--- config.mk ---
export PLATFORM = sky130hd
export DESIGN_NAME = biquad_cascade_filter_flat
export DESIGN_NICKNAME = d
export VERILOG_FILES = /design/src/hdl/bqc_pkg.sv /design/src/hdl/bqc_if.sv /design/src/hdl/bqc_mac.sv /design/src/hdl/bqc_seq.sv /design/src/hdl/biquad_cascade_filter.sv /design/src/flat_wrapper.sv
export SDC_FILE = /design/constraint.sdc
export NUM_CORES = 2
export LEC_CHECK = 0
export ABC_AREA = 1
export BUFFER_PORTS_ARGS = -buffer_cell sky130_fd_sc_hd__buf_2
export CORE_UTILIZATION = 40
export DETAILED_ROUTE_END_ITERATION = 10
export GPL_TIMING_DRIVEN = 0
export HOLD_SLACK_MARGIN = 0.02
export PLACE_DENSITY = 0.6
export SLEW_MARGIN = 30
export SYNTH_ARGS = -nofsm -noshare
export SYNTH_HDL_FRONTEND = slang
export SYNTH_HIERARCHICAL = 1
export SYNTH_SLANG_ARGS = --single-unit
--- constraint.sdc ---
create_clock -name clk -period 8.15 [get_ports clk]
set_clock_uncertainty 0.2 [all_clocks]
set_input_delay 0.815 -clock clk [delete_from_list [all_inputs] [get_ports clk]]
set_output_delay 0.815 -clock clk [all_outputs]
set_load 0.01 [all_outputs]
--- src/hdl/bqc_pkg.sv ---
`timescale 1ns / 1ps
// ----------------------------------------------------------------------------
// bqc_pkg
// Shared constants, register codes, state encoding and control structs for
// the biquad cascade filter.
// ----------------------------------------------------------------------------
package bqc_pkg;

  localparam int MAX_SECTIONS = 5;
  localparam int CHANNELS     = 2;
  localparam int SAMPLE_WIDTH = 24;
  localparam int CH_W         = 1;
  localparam int COEF_W       = 24;
  localparam int COEF_FRAC    = 20;
  localparam int WORD_W       = 32;
  localparam int ACC_W        = 60;
  localparam int CNT_W        = 3;
  localparam int CFG_IDX_W    = 3;
  localparam int CFG_DATA_W   = 24;
  localparam int WORD_COUNT   = CHANNELS * MAX_SECTIONS;
  localparam int IDX_W        = $clog2(WORD_COUNT);
  localparam int SEC_W        = (MAX_SECTIONS > 1) ? $clog2(MAX_SECTIONS) : 1;
  localparam int EFF_W        = 4;
  localparam int BIT_W        = $clog2(COEF_W);

  // Configuration register indexes
  typedef enum logic [CFG_IDX_W-1:0] {
    REG_B0    = 3'd0,
    REG_B1    = 3'd1,
    REG_B2    = 3'd2,
    REG_A1    = 3'd3,
    REG_A2    = 3'd4,
    REG_COUNT = 3'd5
  } cfg_reg_t;

  // Sequencer states
  typedef enum logic [2:0] {
    ST_IDLE,
    ST_LOAD,
    ST_FEEDBACK,
    ST_WNEW,
    ST_FEEDFWD,
    ST_YNEW,
    ST_DONE
  } bqc_state_t;

  // Coefficient set, raw Q4.20 bits
  typedef struct packed {
    logic [COEF_W-1:0] b0;
    logic [COEF_W-1:0] b1;
    logic [COEF_W-1:0] b2;
    logic [COEF_W-1:0] a1;
    logic [COEF_W-1:0] a2;
  } coef_set_t;

  // Sequencer to datapath controls
  typedef struct packed {
    logic             take;      // capture input word
    logic             load;      // fetch delay words, load coefficient shifters
    logic             step;      // one coefficient bit into the accumulator
    logic             first;     // current bit is the coefficient sign bit
    logic             feedback;  // feedback pass (a1, a2) vs feedforward pass
    logic             fin_w;     // round and store new w
    logic             fin_y;     // round and store section output, write delays
    logic             out_load;  // move result to output register
    logic [SEC_W-1:0] sec;       // current section
  } bqc_ctrl_t;

endpackage

--- src/hdl/bqc_if.sv ---
`timescale 1ns / 1ps
// ----------------------------------------------------------------------------
// bqc_in_if / bqc_out_if
// Valid/ready stream channels for input samples and filtered samples.
// ----------------------------------------------------------------------------
interface bqc_in_if;
  import bqc_pkg::*;

  logic                           valid;
  logic                           ready;
  logic signed [SAMPLE_WIDTH-1:0] sample_in;
  logic        [CH_W-1:0]         channel;

  modport source (output valid, output sample_in, output channel, input ready);
  modport sink   (input valid, input sample_in, input channel, output ready);
endinterface

interface bqc_out_if;
  import bqc_pkg::*;

  logic                           valid;
  logic                           ready;
  logic signed [SAMPLE_WIDTH-1:0] sample_out;

  modport source (output valid, output sample_out, input ready);
  modport sink   (input valid, input sample_out, output ready);
endinterface

--- src/hdl/bqc_mac.sv ---
`timescale 1ns / 1ps
// ----------------------------------------------------------------------------
// bqc_mac
// Bit-serial multiply-accumulate datapath for one biquad section. Coefficients
// sit in shift registers and feed one bit per cycle, MSB first, into a Horner
// accumulator; rounding and 32-bit saturation close each pass.
// ----------------------------------------------------------------------------
module bqc_mac (
  input  logic                                     clk,
  input  bqc_pkg::bqc_ctrl_t                       ctrl,
  input  bqc_pkg::coef_set_t                       coef,
  input  logic signed [bqc_pkg::SAMPLE_WIDTH-1:0]  sample,
  input  logic signed [bqc_pkg::WORD_W-1:0]        w1_rd,
  input  logic signed [bqc_pkg::WORD_W-1:0]        w2_rd,
  output logic signed [bqc_pkg::WORD_W-1:0]        w1,
  output logic signed [bqc_pkg::WORD_W-1:0]        w,
  output logic signed [bqc_pkg::WORD_W-1:0]        x
);
  import bqc_pkg::*;

  localparam int TERM_W = WORD_W + 2;
  localparam int HI_LSB = COEF_FRAC + WORD_W - 1;

  logic signed [WORD_W-1:0] w2;
  logic signed [ACC_W-1:0]  acc;
  logic [COEF_W-1:0]        ca1, ca2, cb0, cb1, cb2;

  logic signed [TERM_W-1:0] term;
  logic signed [ACC_W-1:0]  term_ext;
  logic signed [ACC_W-1:0]  acc_step;
  logic                     negate;
  logic signed [ACC_W-1:0]  bias;
  logic signed [ACC_W-1:0]  rsum;
  logic [ACC_W-HI_LSB-1:0]  rsum_hi;
  logic signed [WORD_W-1:0] rounded;

  // Partial term for the current coefficient bit
  always_comb begin
    if (ctrl.feedback) begin
      term = (ca1[COEF_W-1] ? TERM_W'(w1) : '0) + (ca2[COEF_W-1] ? TERM_W'(w2) : '0);
    end else begin
      term = (cb0[COEF_W-1] ? TERM_W'(w)  : '0) + (cb1[COEF_W-1] ? TERM_W'(w1) : '0)
           + (cb2[COEF_W-1] ? TERM_W'(w2) : '0);
    end
  end

  // Horner step: sign bit has negative weight, feedback terms are subtracted
  always_comb begin
    negate   = ctrl.feedback ^ ctrl.first;
    term_ext = ACC_W'(term);
    acc_step = negate ? (acc <<< 1) - term_ext : (acc <<< 1) + term_ext;
  end

  // Round half up and saturate; the w pass also adds x aligned to the product
  always_comb begin
    if (ctrl.fin_w) begin
      bias = {{(ACC_W-WORD_W-COEF_FRAC){x[WORD_W-1]}}, x, 1'b1, {(COEF_FRAC-1){1'b0}}};
    end else begin
      bias = {{(ACC_W-COEF_FRAC){1'b0}}, 1'b1, {(COEF_FRAC-1){1'b0}}};
    end
    rsum    = acc + bias;
    rsum_hi = rsum[ACC_W-1:HI_LSB];
    if (&rsum_hi || ~|rsum_hi) begin
      rounded = rsum[HI_LSB:COEF_FRAC];
    end else if (rsum[ACC_W-1]) begin
      rounded = {1'b1, {(WORD_W-1){1'b0}}};
    end else begin
      rounded = {1'b0, {(WORD_W-1){1'b1}}};
    end
  end

  // Operand, shifter and accumulator registers
  always_ff @(posedge clk) begin
    if (ctrl.take) begin
      x <= WORD_W'(sample);
    end
    if (ctrl.load) begin
      w1  <= w1_rd;
      w2  <= w2_rd;
      ca1 <= coef.a1;
      ca2 <= coef.a2;
      cb0 <= coef.b0;
      cb1 <= coef.b1;
      cb2 <= coef.b2;
      acc <= '0;
    end
    if (ctrl.step) begin
      acc <= acc_step;
      if (ctrl.feedback) begin
        ca1 <= ca1 << 1;
        ca2 <= ca2 << 1;
      end else begin
        cb0 <= cb0 << 1;
        cb1 <= cb1 << 1;
        cb2 <= cb2 << 1;
      end
    end
    if (ctrl.fin_w) begin
      w   <= rounded;
      acc <= '0;
    end
    if (ctrl.fin_y) begin
      x <= rounded;
    end
  end

endmodule

--- src/hdl/bqc_seq.sv ---
`timescale 1ns / 1ps
// ----------------------------------------------------------------------------
// bqc_seq
// Sequencer: walks each section through a feedback pass and a feedforward
// pass of one coefficient bit per cycle, then hands the word to the output.
// ----------------------------------------------------------------------------
module bqc_seq (
  input  logic                        clk,
  input  logic                        rst,
  input  logic                        in_valid,
  input  logic                        out_free,
  input  logic [bqc_pkg::CNT_W-1:0]   section_count,
  output logic                        in_ready,
  output bqc_pkg::bqc_ctrl_t          ctrl
);
  import bqc_pkg::*;

  bqc_state_t       state, state_next;
  logic [BIT_W-1:0] bit_cnt;
  logic [SEC_W-1:0] sec;
  logic [EFF_W-1:0] eff;
  logic             last_bit;
  logic             last_sec;

  // Effective section count: zero runs one, large values clamp
  always_comb begin
    if (section_count == '0) begin
      eff = EFF_W'(1);
    end else if (EFF_W'(section_count) > EFF_W'(MAX_SECTIONS)) begin
      eff = EFF_W'(MAX_SECTIONS);
    end else begin
      eff = EFF_W'(section_count);
    end
    last_sec = (EFF_W'(sec) + EFF_W'(1)) == eff;
    last_bit = bit_cnt == BIT_W'(COEF_W - 1);
  end

  // Next state
  always_comb begin
    state_next = state;
    unique case (state)
      ST_IDLE:     if (in_valid) state_next = ST_LOAD;
      ST_LOAD:     state_next = ST_FEEDBACK;
      ST_FEEDBACK: if (last_bit) state_next = ST_WNEW;
      ST_WNEW:     state_next = ST_FEEDFWD;
      ST_FEEDFWD:  if (last_bit) state_next = ST_YNEW;
      ST_YNEW:     state_next = last_sec ? ST_DONE : ST_LOAD;
      ST_DONE:     if (out_free) state_next = ST_IDLE;
      default:     state_next = ST_IDLE;
    endcase
  end

  // Outputs
  always_comb begin
    ctrl     = '0;
    ctrl.sec = sec;
    ctrl.first = bit_cnt == '0;
    in_ready = 1'b0;
    unique case (state)
      ST_IDLE: begin
        in_ready  = 1'b1;
        ctrl.take = in_valid;
      end
      ST_LOAD:     ctrl.load = 1'b1;
      ST_FEEDBACK: begin
        ctrl.step     = 1'b1;
        ctrl.feedback = 1'b1;
      end
      ST_WNEW:     ctrl.fin_w = 1'b1;
      ST_FEEDFWD:  ctrl.step = 1'b1;
      ST_YNEW:     ctrl.fin_y = 1'b1;
      ST_DONE:     ctrl.out_load = out_free;
      default:     ctrl.out_load = 1'b0;
    endcase
  end

  // State and counters
  always_ff @(posedge clk) begin
    if (rst) begin
      state   <= ST_IDLE;
      bit_cnt <= '0;
      sec     <= '0;
    end else begin
      state <= state_next;
      if (state == ST_FEEDBACK || state == ST_FEEDFWD) begin
        bit_cnt <= last_bit ? '0 : bit_cnt + BIT_W'(1);
      end
      if (state == ST_IDLE) begin
        sec <= '0;
      end else if (state == ST_YNEW && !last_sec) begin
        sec <= sec + SEC_W'(1);
      end
    end
  end

endmodule

--- src/hdl/biquad_cascade_filter.sv ---
`timescale 1ns / 1ps
// ----------------------------------------------------------------------------
// biquad_cascade_filter
// Cascade of up to five direct form II biquads with shared coefficients and
// per-channel delay words, computed with bit-serial multiply-accumulate.
// ----------------------------------------------------------------------------
// Usage:
//   din carries a Q1.23 sample and a channel number; dout returns the filtered
//   sample saturated to 24 bits, one word out for each word in.
//   Coefficients and the section count are written on cfg_we/cfg_index/
//   cfg_data while no sample is in flight; unknown indexes are ignored.
// Timing:
//   Each section runs a delay fetch, one feedback bit step per coefficient
//   bit, a rounding step, one feedforward bit step per coefficient bit, and
//   a rounding and write-back step; the bit steps follow the coefficient
//   width of the serial multiplier. The result is in the output register as
//   the sequencer returns to idle, and din is ready again in the same cycle;
//   no new sample is taken while one is in flight.
// Reset:
//   Synchronous rst restores the default coefficients (pass-through, one
//   section) and clears all delay words at once.
// Backpressure:
//   A finished word waits in the output register while a new sample is
//   taken; if it is still not taken when the next one finishes, the
//   sequencer holds until dout.ready.
// ----------------------------------------------------------------------------
module biquad_cascade_filter (
  input  logic                              clk,
  input  logic                              rst,
  input  logic                              cfg_we,
  input  logic [bqc_pkg::CFG_IDX_W-1:0]     cfg_index,
  input  logic [bqc_pkg::CFG_DATA_W-1:0]    cfg_data,
  bqc_in_if.sink                            din,
  bqc_out_if.source                         dout
);
  import bqc_pkg::*;

  coef_set_t                coef;
  logic [CNT_W-1:0]         section_count;
  logic [CH_W-1:0]          ch;
  logic [WORD_W-1:0]        dly1 [WORD_COUNT];
  logic [WORD_W-1:0]        dly2 [WORD_COUNT];
  logic [IDX_W-1:0]         idx;
  logic signed [WORD_W-1:0] w1_rd, w2_rd;
  logic signed [WORD_W-1:0] w1, w, x;
  logic                     out_valid;
  logic [SAMPLE_WIDTH-1:0]  out_data;
  logic [SAMPLE_WIDTH-1:0]  out_sat;
  logic                     out_free;
  logic                     in_ready;
  bqc_ctrl_t                ctrl;

  // Configuration registers
  always_ff @(posedge clk) begin
    if (rst) begin
      coef.b0       <= COEF_W'(1 << COEF_FRAC);
      coef.b1       <= '0;
      coef.b2       <= '0;
      coef.a1       <= '0;
      coef.a2       <= '0;
      section_count <= CNT_W'(1);
    end else if (cfg_we) begin
      unique case (cfg_reg_t'(cfg_index))
        REG_B0:    coef.b0 <= cfg_data[COEF_W-1:0];
        REG_B1:    coef.b1 <= cfg_data[COEF_W-1:0];
        REG_B2:    coef.b2 <= cfg_data[COEF_W-1:0];
        REG_A1:    coef.a1 <= cfg_data[COEF_W-1:0];
        REG_A2:    coef.a2 <= cfg_data[COEF_W-1:0];
        REG_COUNT: section_count <= cfg_data[CNT_W-1:0];
        default:   section_count <= section_count;
      endcase
    end
  end

  // Channel of the word in flight
  always_ff @(posedge clk) begin
    if (ctrl.take) begin
      ch <= din.channel;
    end
  end

  // Delay store, one word pair per channel and section
  always_comb begin
    idx   = IDX_W'(ch) * IDX_W'(MAX_SECTIONS) + IDX_W'(ctrl.sec);
    w1_rd = dly1[idx];
    w2_rd = dly2[idx];
  end

  always_ff @(posedge clk) begin
    if (rst) begin
      for (int i = 0; i < WORD_COUNT; i++) begin
        dly1[i] <= '0;
        dly2[i] <= '0;
      end
    end else if (ctrl.fin_y) begin
      dly1[idx] <= w;
      dly2[idx] <= w1;
    end
  end

  bqc_seq u_seq (
    .clk           (clk),
    .rst           (rst),
    .in_valid      (din.valid),
    .out_free      (out_free),
    .section_count (section_count),
    .in_ready      (in_ready),
    .ctrl          (ctrl)
  );

  bqc_mac u_mac (
    .clk    (clk),
    .ctrl   (ctrl),
    .coef   (coef),
    .sample (din.sample_in),
    .w1_rd  (w1_rd),
    .w2_rd  (w2_rd),
    .w1     (w1),
    .w      (w),
    .x      (x)
  );

  // Saturate the cascade output to the sample range
  always_comb begin
    if (&x[WORD_W-1:SAMPLE_WIDTH-1] || ~|x[WORD_W-1:SAMPLE_WIDTH-1]) begin
      out_sat = x[SAMPLE_WIDTH-1:0];
    end else if (x[WORD_W-1]) begin
      out_sat = {1'b1, {(SAMPLE_WIDTH-1){1'b0}}};
    end else begin
      out_sat = {1'b0, {(SAMPLE_WIDTH-1){1'b1}}};
    end
  end

  // Output register
  assign out_free = !out_valid || dout.ready;

  always_ff @(posedge clk) begin
    if (rst) begin
      out_valid <= 1'b0;
    end else if (ctrl.out_load) begin
      out_valid <= 1'b1;
    end else if (dout.ready) begin
      out_valid <= 1'b0;
    end
  end

  always_ff @(posedge clk) begin
    if (ctrl.out_load) begin
      out_data <= out_sat;
    end
  end

  assign din.ready       = in_ready;
  assign dout.valid      = out_valid;
  assign dout.sample_out = out_data;

endmodule

--- src/flat_wrapper.sv ---
// flat-port wrapper written by rule: the top's interface ports become plain ports
module biquad_cascade_filter_flat import bqc_pkg::*;
  (clk, rst, cfg_we, cfg_index, cfg_data, din_valid, din_sample_in, din_channel, din_ready, dout_valid, dout_sample_out, dout_ready);
  bqc_in_if din_i ();
  bqc_out_if dout_i ();
  input  logic clk;
  input  logic rst;
  input  logic cfg_we;
  input  logic [bqc_pkg::CFG_IDX_W-1:0] cfg_index;
  input  logic [bqc_pkg::CFG_DATA_W-1:0] cfg_data;
  input wire logic [$bits(din_i.valid)-1:0] din_valid;
  input wire logic [$bits(din_i.sample_in)-1:0] din_sample_in;
  input wire logic [$bits(din_i.channel)-1:0] din_channel;
  output wire logic [$bits(din_i.ready)-1:0] din_ready;
  output wire logic [$bits(dout_i.valid)-1:0] dout_valid;
  output wire logic [$bits(dout_i.sample_out)-1:0] dout_sample_out;
  input wire logic [$bits(dout_i.ready)-1:0] dout_ready;
  assign din_i.valid = din_valid;
  assign din_i.sample_in = din_sample_in;
  assign din_i.channel = din_channel;
  assign din_ready = din_i.ready;
  assign dout_valid = dout_i.valid;
  assign dout_sample_out = dout_i.sample_out;
  assign dout_i.ready = dout_ready;
  biquad_cascade_filter u_core (.clk(clk), .rst(rst), .cfg_we(cfg_we), .cfg_index(cfg_index), .cfg_data(cfg_data), .din(din_i), .dout(dout_i));
endmodule
==> metrics.txt <==
status=completed; syn nets=10800; critical path's slowest cell=clkbuf_1; critical path startpoint=u_core/u_mac/cb1[23]$_DFF_P_; Pleak=0.0412 µW; register area share after synthesis=between 50% and 60%; period utilization=around 95%; CP Class=flop to flop; CTS tree=done; sequential share of power=between 20 and 30%; Worst-path clk slew=around 60 ps; dpl hpwl=240000 µm; CP required=around 8700 ps; DRT antenna net count=0; Syn Area/Cell=between 7 and 8 µm²; FFs w/ async S/R, synth=0%; fmax=about 130 MHz; Worst Max-Slew Pin Slew=1050 ps; overall die area=210000 µm²; vias post-DR=roughly 71000; Internal Power=between 15000 and 20000 µW; unrepaired setup endpoints after global routing=no; Tot GR Track Use=~29%; P_sw=roughly 15000 µW; Clock Power Share=22.2%; CP arrival=about 8300 ps; global placer's final weighted congestion=between 0.9 and 1; vias per cell=about 5.2; max_slew headroom=29.9%; MaxCap Viol Count=0; IR drop worst, VDD=0.000233 V; CTS buffer count=164; final setup vio count=0; most common cell after layout, fill and taps aside=nand2_1; Post-synth EDFFs=approximately 1200; NumNets Final=between 10000 and 15000; DR pass1 iterations=6; Initial Util=between 40% and 50%; Logic pwr share=just under 50%; Max clock buf depth=3; Yosys cell types=just under 60; Residual DRC=0; io pins=83; crit-path max cell delay=between 500 and 600 ps; Cell Count, Final, Fillers Out=13700; pin count of the biggest net entering global routing=43; Port Buffers=82; P&R area growth vs syn=12.4%; worst-path fanout max=36; Worst setup endpoint=u_core/u_mac/acc[58]$_SDFFE_PP0P_; DP Cell Count=13400; clock latency on the worst-skew pair=between 800 and 900 ps; DRT iter0 DRCs=~7000; R2R Path Start=u_core/u_mac/cb1[23]$_DFF_P_; Overflow after GRT=0; Hold Fails Final Rpt=0; Die X=around 460 µm; synth warn=6; post-synthesis cell area=about 83000 µm²; clock sinks=1492; Pwr Total=around 33000 µW; fin. max-slew vios=0; routed wire length=~310000 µm; R2R Path End=u_core/u_mac/acc[58]$_SDFFE_PP0P_; switching share of power=46.8%; htree depth=4; core area=just over 200000 µm²; cts hold-fix bufs=0; register bit total from synthesis=1492; clk root buf=clkbuf_16; Hold Crit Class=input pin to flop; CP most frequent cell=nand2_1; crit path launch type=flop; most frequent cells in the layout=nand2_1, inv_1, nor2_1, edfxtp_1, nand3_1; worst reg2reg setup slack=roughly 400 ps; initial antenna violation count=9; Post-Synthesis Cells=between 10000 and 15000; number of global-route vias before repair=a little under 70000; fin crit period=7750 ps; global-route wire length before repair=between 400000 and 500000 µm; Die Height=~460 µm; WL/cell=22.4 µm; Worst setup EP type=flop; top_reg_cell synth=edfxtp_1; power per cell area=350 nW/µm²; r2r worst-path depth=33; share of layout cells above drive strength 1=under 10%; site row count=167
routing by layer:
| layer | wire length (µm) | up-vias | track usage, % |
|---|---|---|---|
| li1 | - | 34100 | - |
| met4 | 17900 | 2 | 14.9 |
| met2 | 147000 | 2488 | 48.7 |
| met1 | 123000 | 33600 | 35.9 |
| met3 | 18600 | 538 | 3.17 |
| met5 | 14 | - | 0 |
stage by stage:
stage               TNS (ps)  instance area, µm²  util [%]  setup slack (ps)  hold slack, ps
floorplan                  0               83300         -              1550             220
global placement     -939810               87200      42.1             -3310             233
detailed placement     -1380               88300      42.7              -316             235
CTS                        0               93600      45.2              60.2            30.6
global route               0               93600      45.2              79.5            69.6
finish                     0               93600      45.2               402            86.8
layout make-up:
type	count	area [µm²]
Timing Repair Buffer	144	1420
Multi-Input combinational cell	6771	32900
Buffer	457	2290
Fill cell	20400	113000
Sequential cell	1492	41600
Antenna cell	21	52.6
Clock buffer	218	4470
Inverter	1745	6570
Clock inverter	77	757
Tap cell	2788	3490
registers in the layout, indices dropped and copies added, names as in the netlist:
name                    flops
u_core/ch                   1
u_core/coef               120
u_core/dly1               512
u_core/dly2               512
u_core/dout.sample_out     24
u_core/dout.valid           1
u_core/section_count        3
u_core/u_mac/acc           60
u_core/u_mac/ca1           24
u_core/u_mac/ca2           24
u_core/u_mac/cb0           24
u_core/u_mac/cb1           24
u_core/u_mac/cb2           24
u_core/u_mac/w             32
u_core/u_mac/w1            32
u_core/u_mac/w2            32
u_core/u_mac/x             32
u_core/u_seq/bit_cnt        5
u_core/u_seq/sec            3
u_core/u_seq/state          3
power by group through the flow:
stage / Sequential (µW) / Clock, µW / Combinational [µW]
4_1_cts: 9450 / 7400 / 15700
2_1_floorplan: 9380 / 0 / 10100
6_report: 9480 / 7270 / 16000
5_1_grt: 9530 / 7670 / 17500
3_5_place_dp: 9590 / 0 / 15700
3_3_place_gp: 9620 / 0 / 15500
worst min-delay path by stage:
stage / to / cells past startpoint / slack [ps] / startpoint
global route: u_core/dout.valid$_SDFFE_PP0P_ / 4 / 70 / dout_ready
CTS: u_core/dout.valid$_SDFFE_PP0P_ / 4 / 30 / dout_ready
detailed placement: u_core/coef[32]$_SDFFE_PP0P_ / 2 / 230 / u_core/coef[32]$_SDFFE_PP0P_
finish: u_core/dout.valid$_SDFFE_PP0P_ / 4 / 90 / dout_ready
global placement: u_core/coef[25]$_SDFFE_PP0P_ / 2 / 230 / u_core/coef[25]$_SDFFE_PP0P_
floorplan: u_core/coef[27]$_SDFFE_PP0P_ / 2 / 220 / u_core/coef[27]$_SDFFE_PP0P_
synth_stat cells, types with 29 or more instances:
| library cell | n | area, µm² |
|---|---|---|
| nand3_1 | 1127 | 5640 |
| a21oi_1 | 444 | 2220 |
| nor3_1 | 47 | 235 |
| clkbuf_1 | 251 | 942 |
| inv_1 | 1730 | 6490 |
| dfxtp_1 | 315 | 6310 |
| buf_1 | 56 | 210 |
| nand2_4 | 33 | 372 |
| nand2_1 | 2488 | 9340 |
| buf_6 | 40 | 450 |
| or2_2 | 147 | 920 |
| ha_1 | 240 | 3000 |
| xor2_1 | 37 | 324 |
| nand2_2 | 42 | 263 |
| a21boi_0 | 29 | 218 |
| nor2_1 | 1317 | 4940 |
| edfxtp_1 | 1177 | 35300 |
| o21ai_0 | 532 | 2660 |
| buf_2 | 103 | 515 |
| o21bai_1 | 41 | 308 |
| fa_1 | 37 | 741 |
cell families (layout without fill, tap and decap cells):
| kind of cell | after synthesis | after routing | share of synthesized area (%) |
|---|---|---|---|
| AO/OA/AOI/OAI | 1147 | 1147 | 7.39 |
| XOR/XNOR | 57 | 57 | 0.631 |
| adder cells (fa/ha/maj) | 277 | 277 | 4.49 |
| buffers and inverters | 2206 | 2641 | 10.6 |
| flip-flops | 1492 | 1492 | 50.0 |
| other | 0 | 21 | 0 |
| AND/OR/NAND/NOR | 5290 | 5290 | 26.8 |
what timing repair did:
action                     4_1_cts  5_1_grt
buffers inserted                 0        0
hold endpoints to repair         0        0
resized for setup                2        5
setup endpoints to repair       11       15
worst max-delay path: cells and delay by family (launching register included):
| kind | cells | cell delay, ps |
|---|---|---|
| AND/OR/NAND/NOR | 17 | 1950 |
| buffers and inverters | 6 | 1670 |
| adder cells (fa/ha/maj) | 4 | 1430 |
| AO/OA/AOI/OAI | 6 | 1980 |
| flip-flops | 1 | 320 |
No activity file was read; power rests on OpenSTA's default activity.
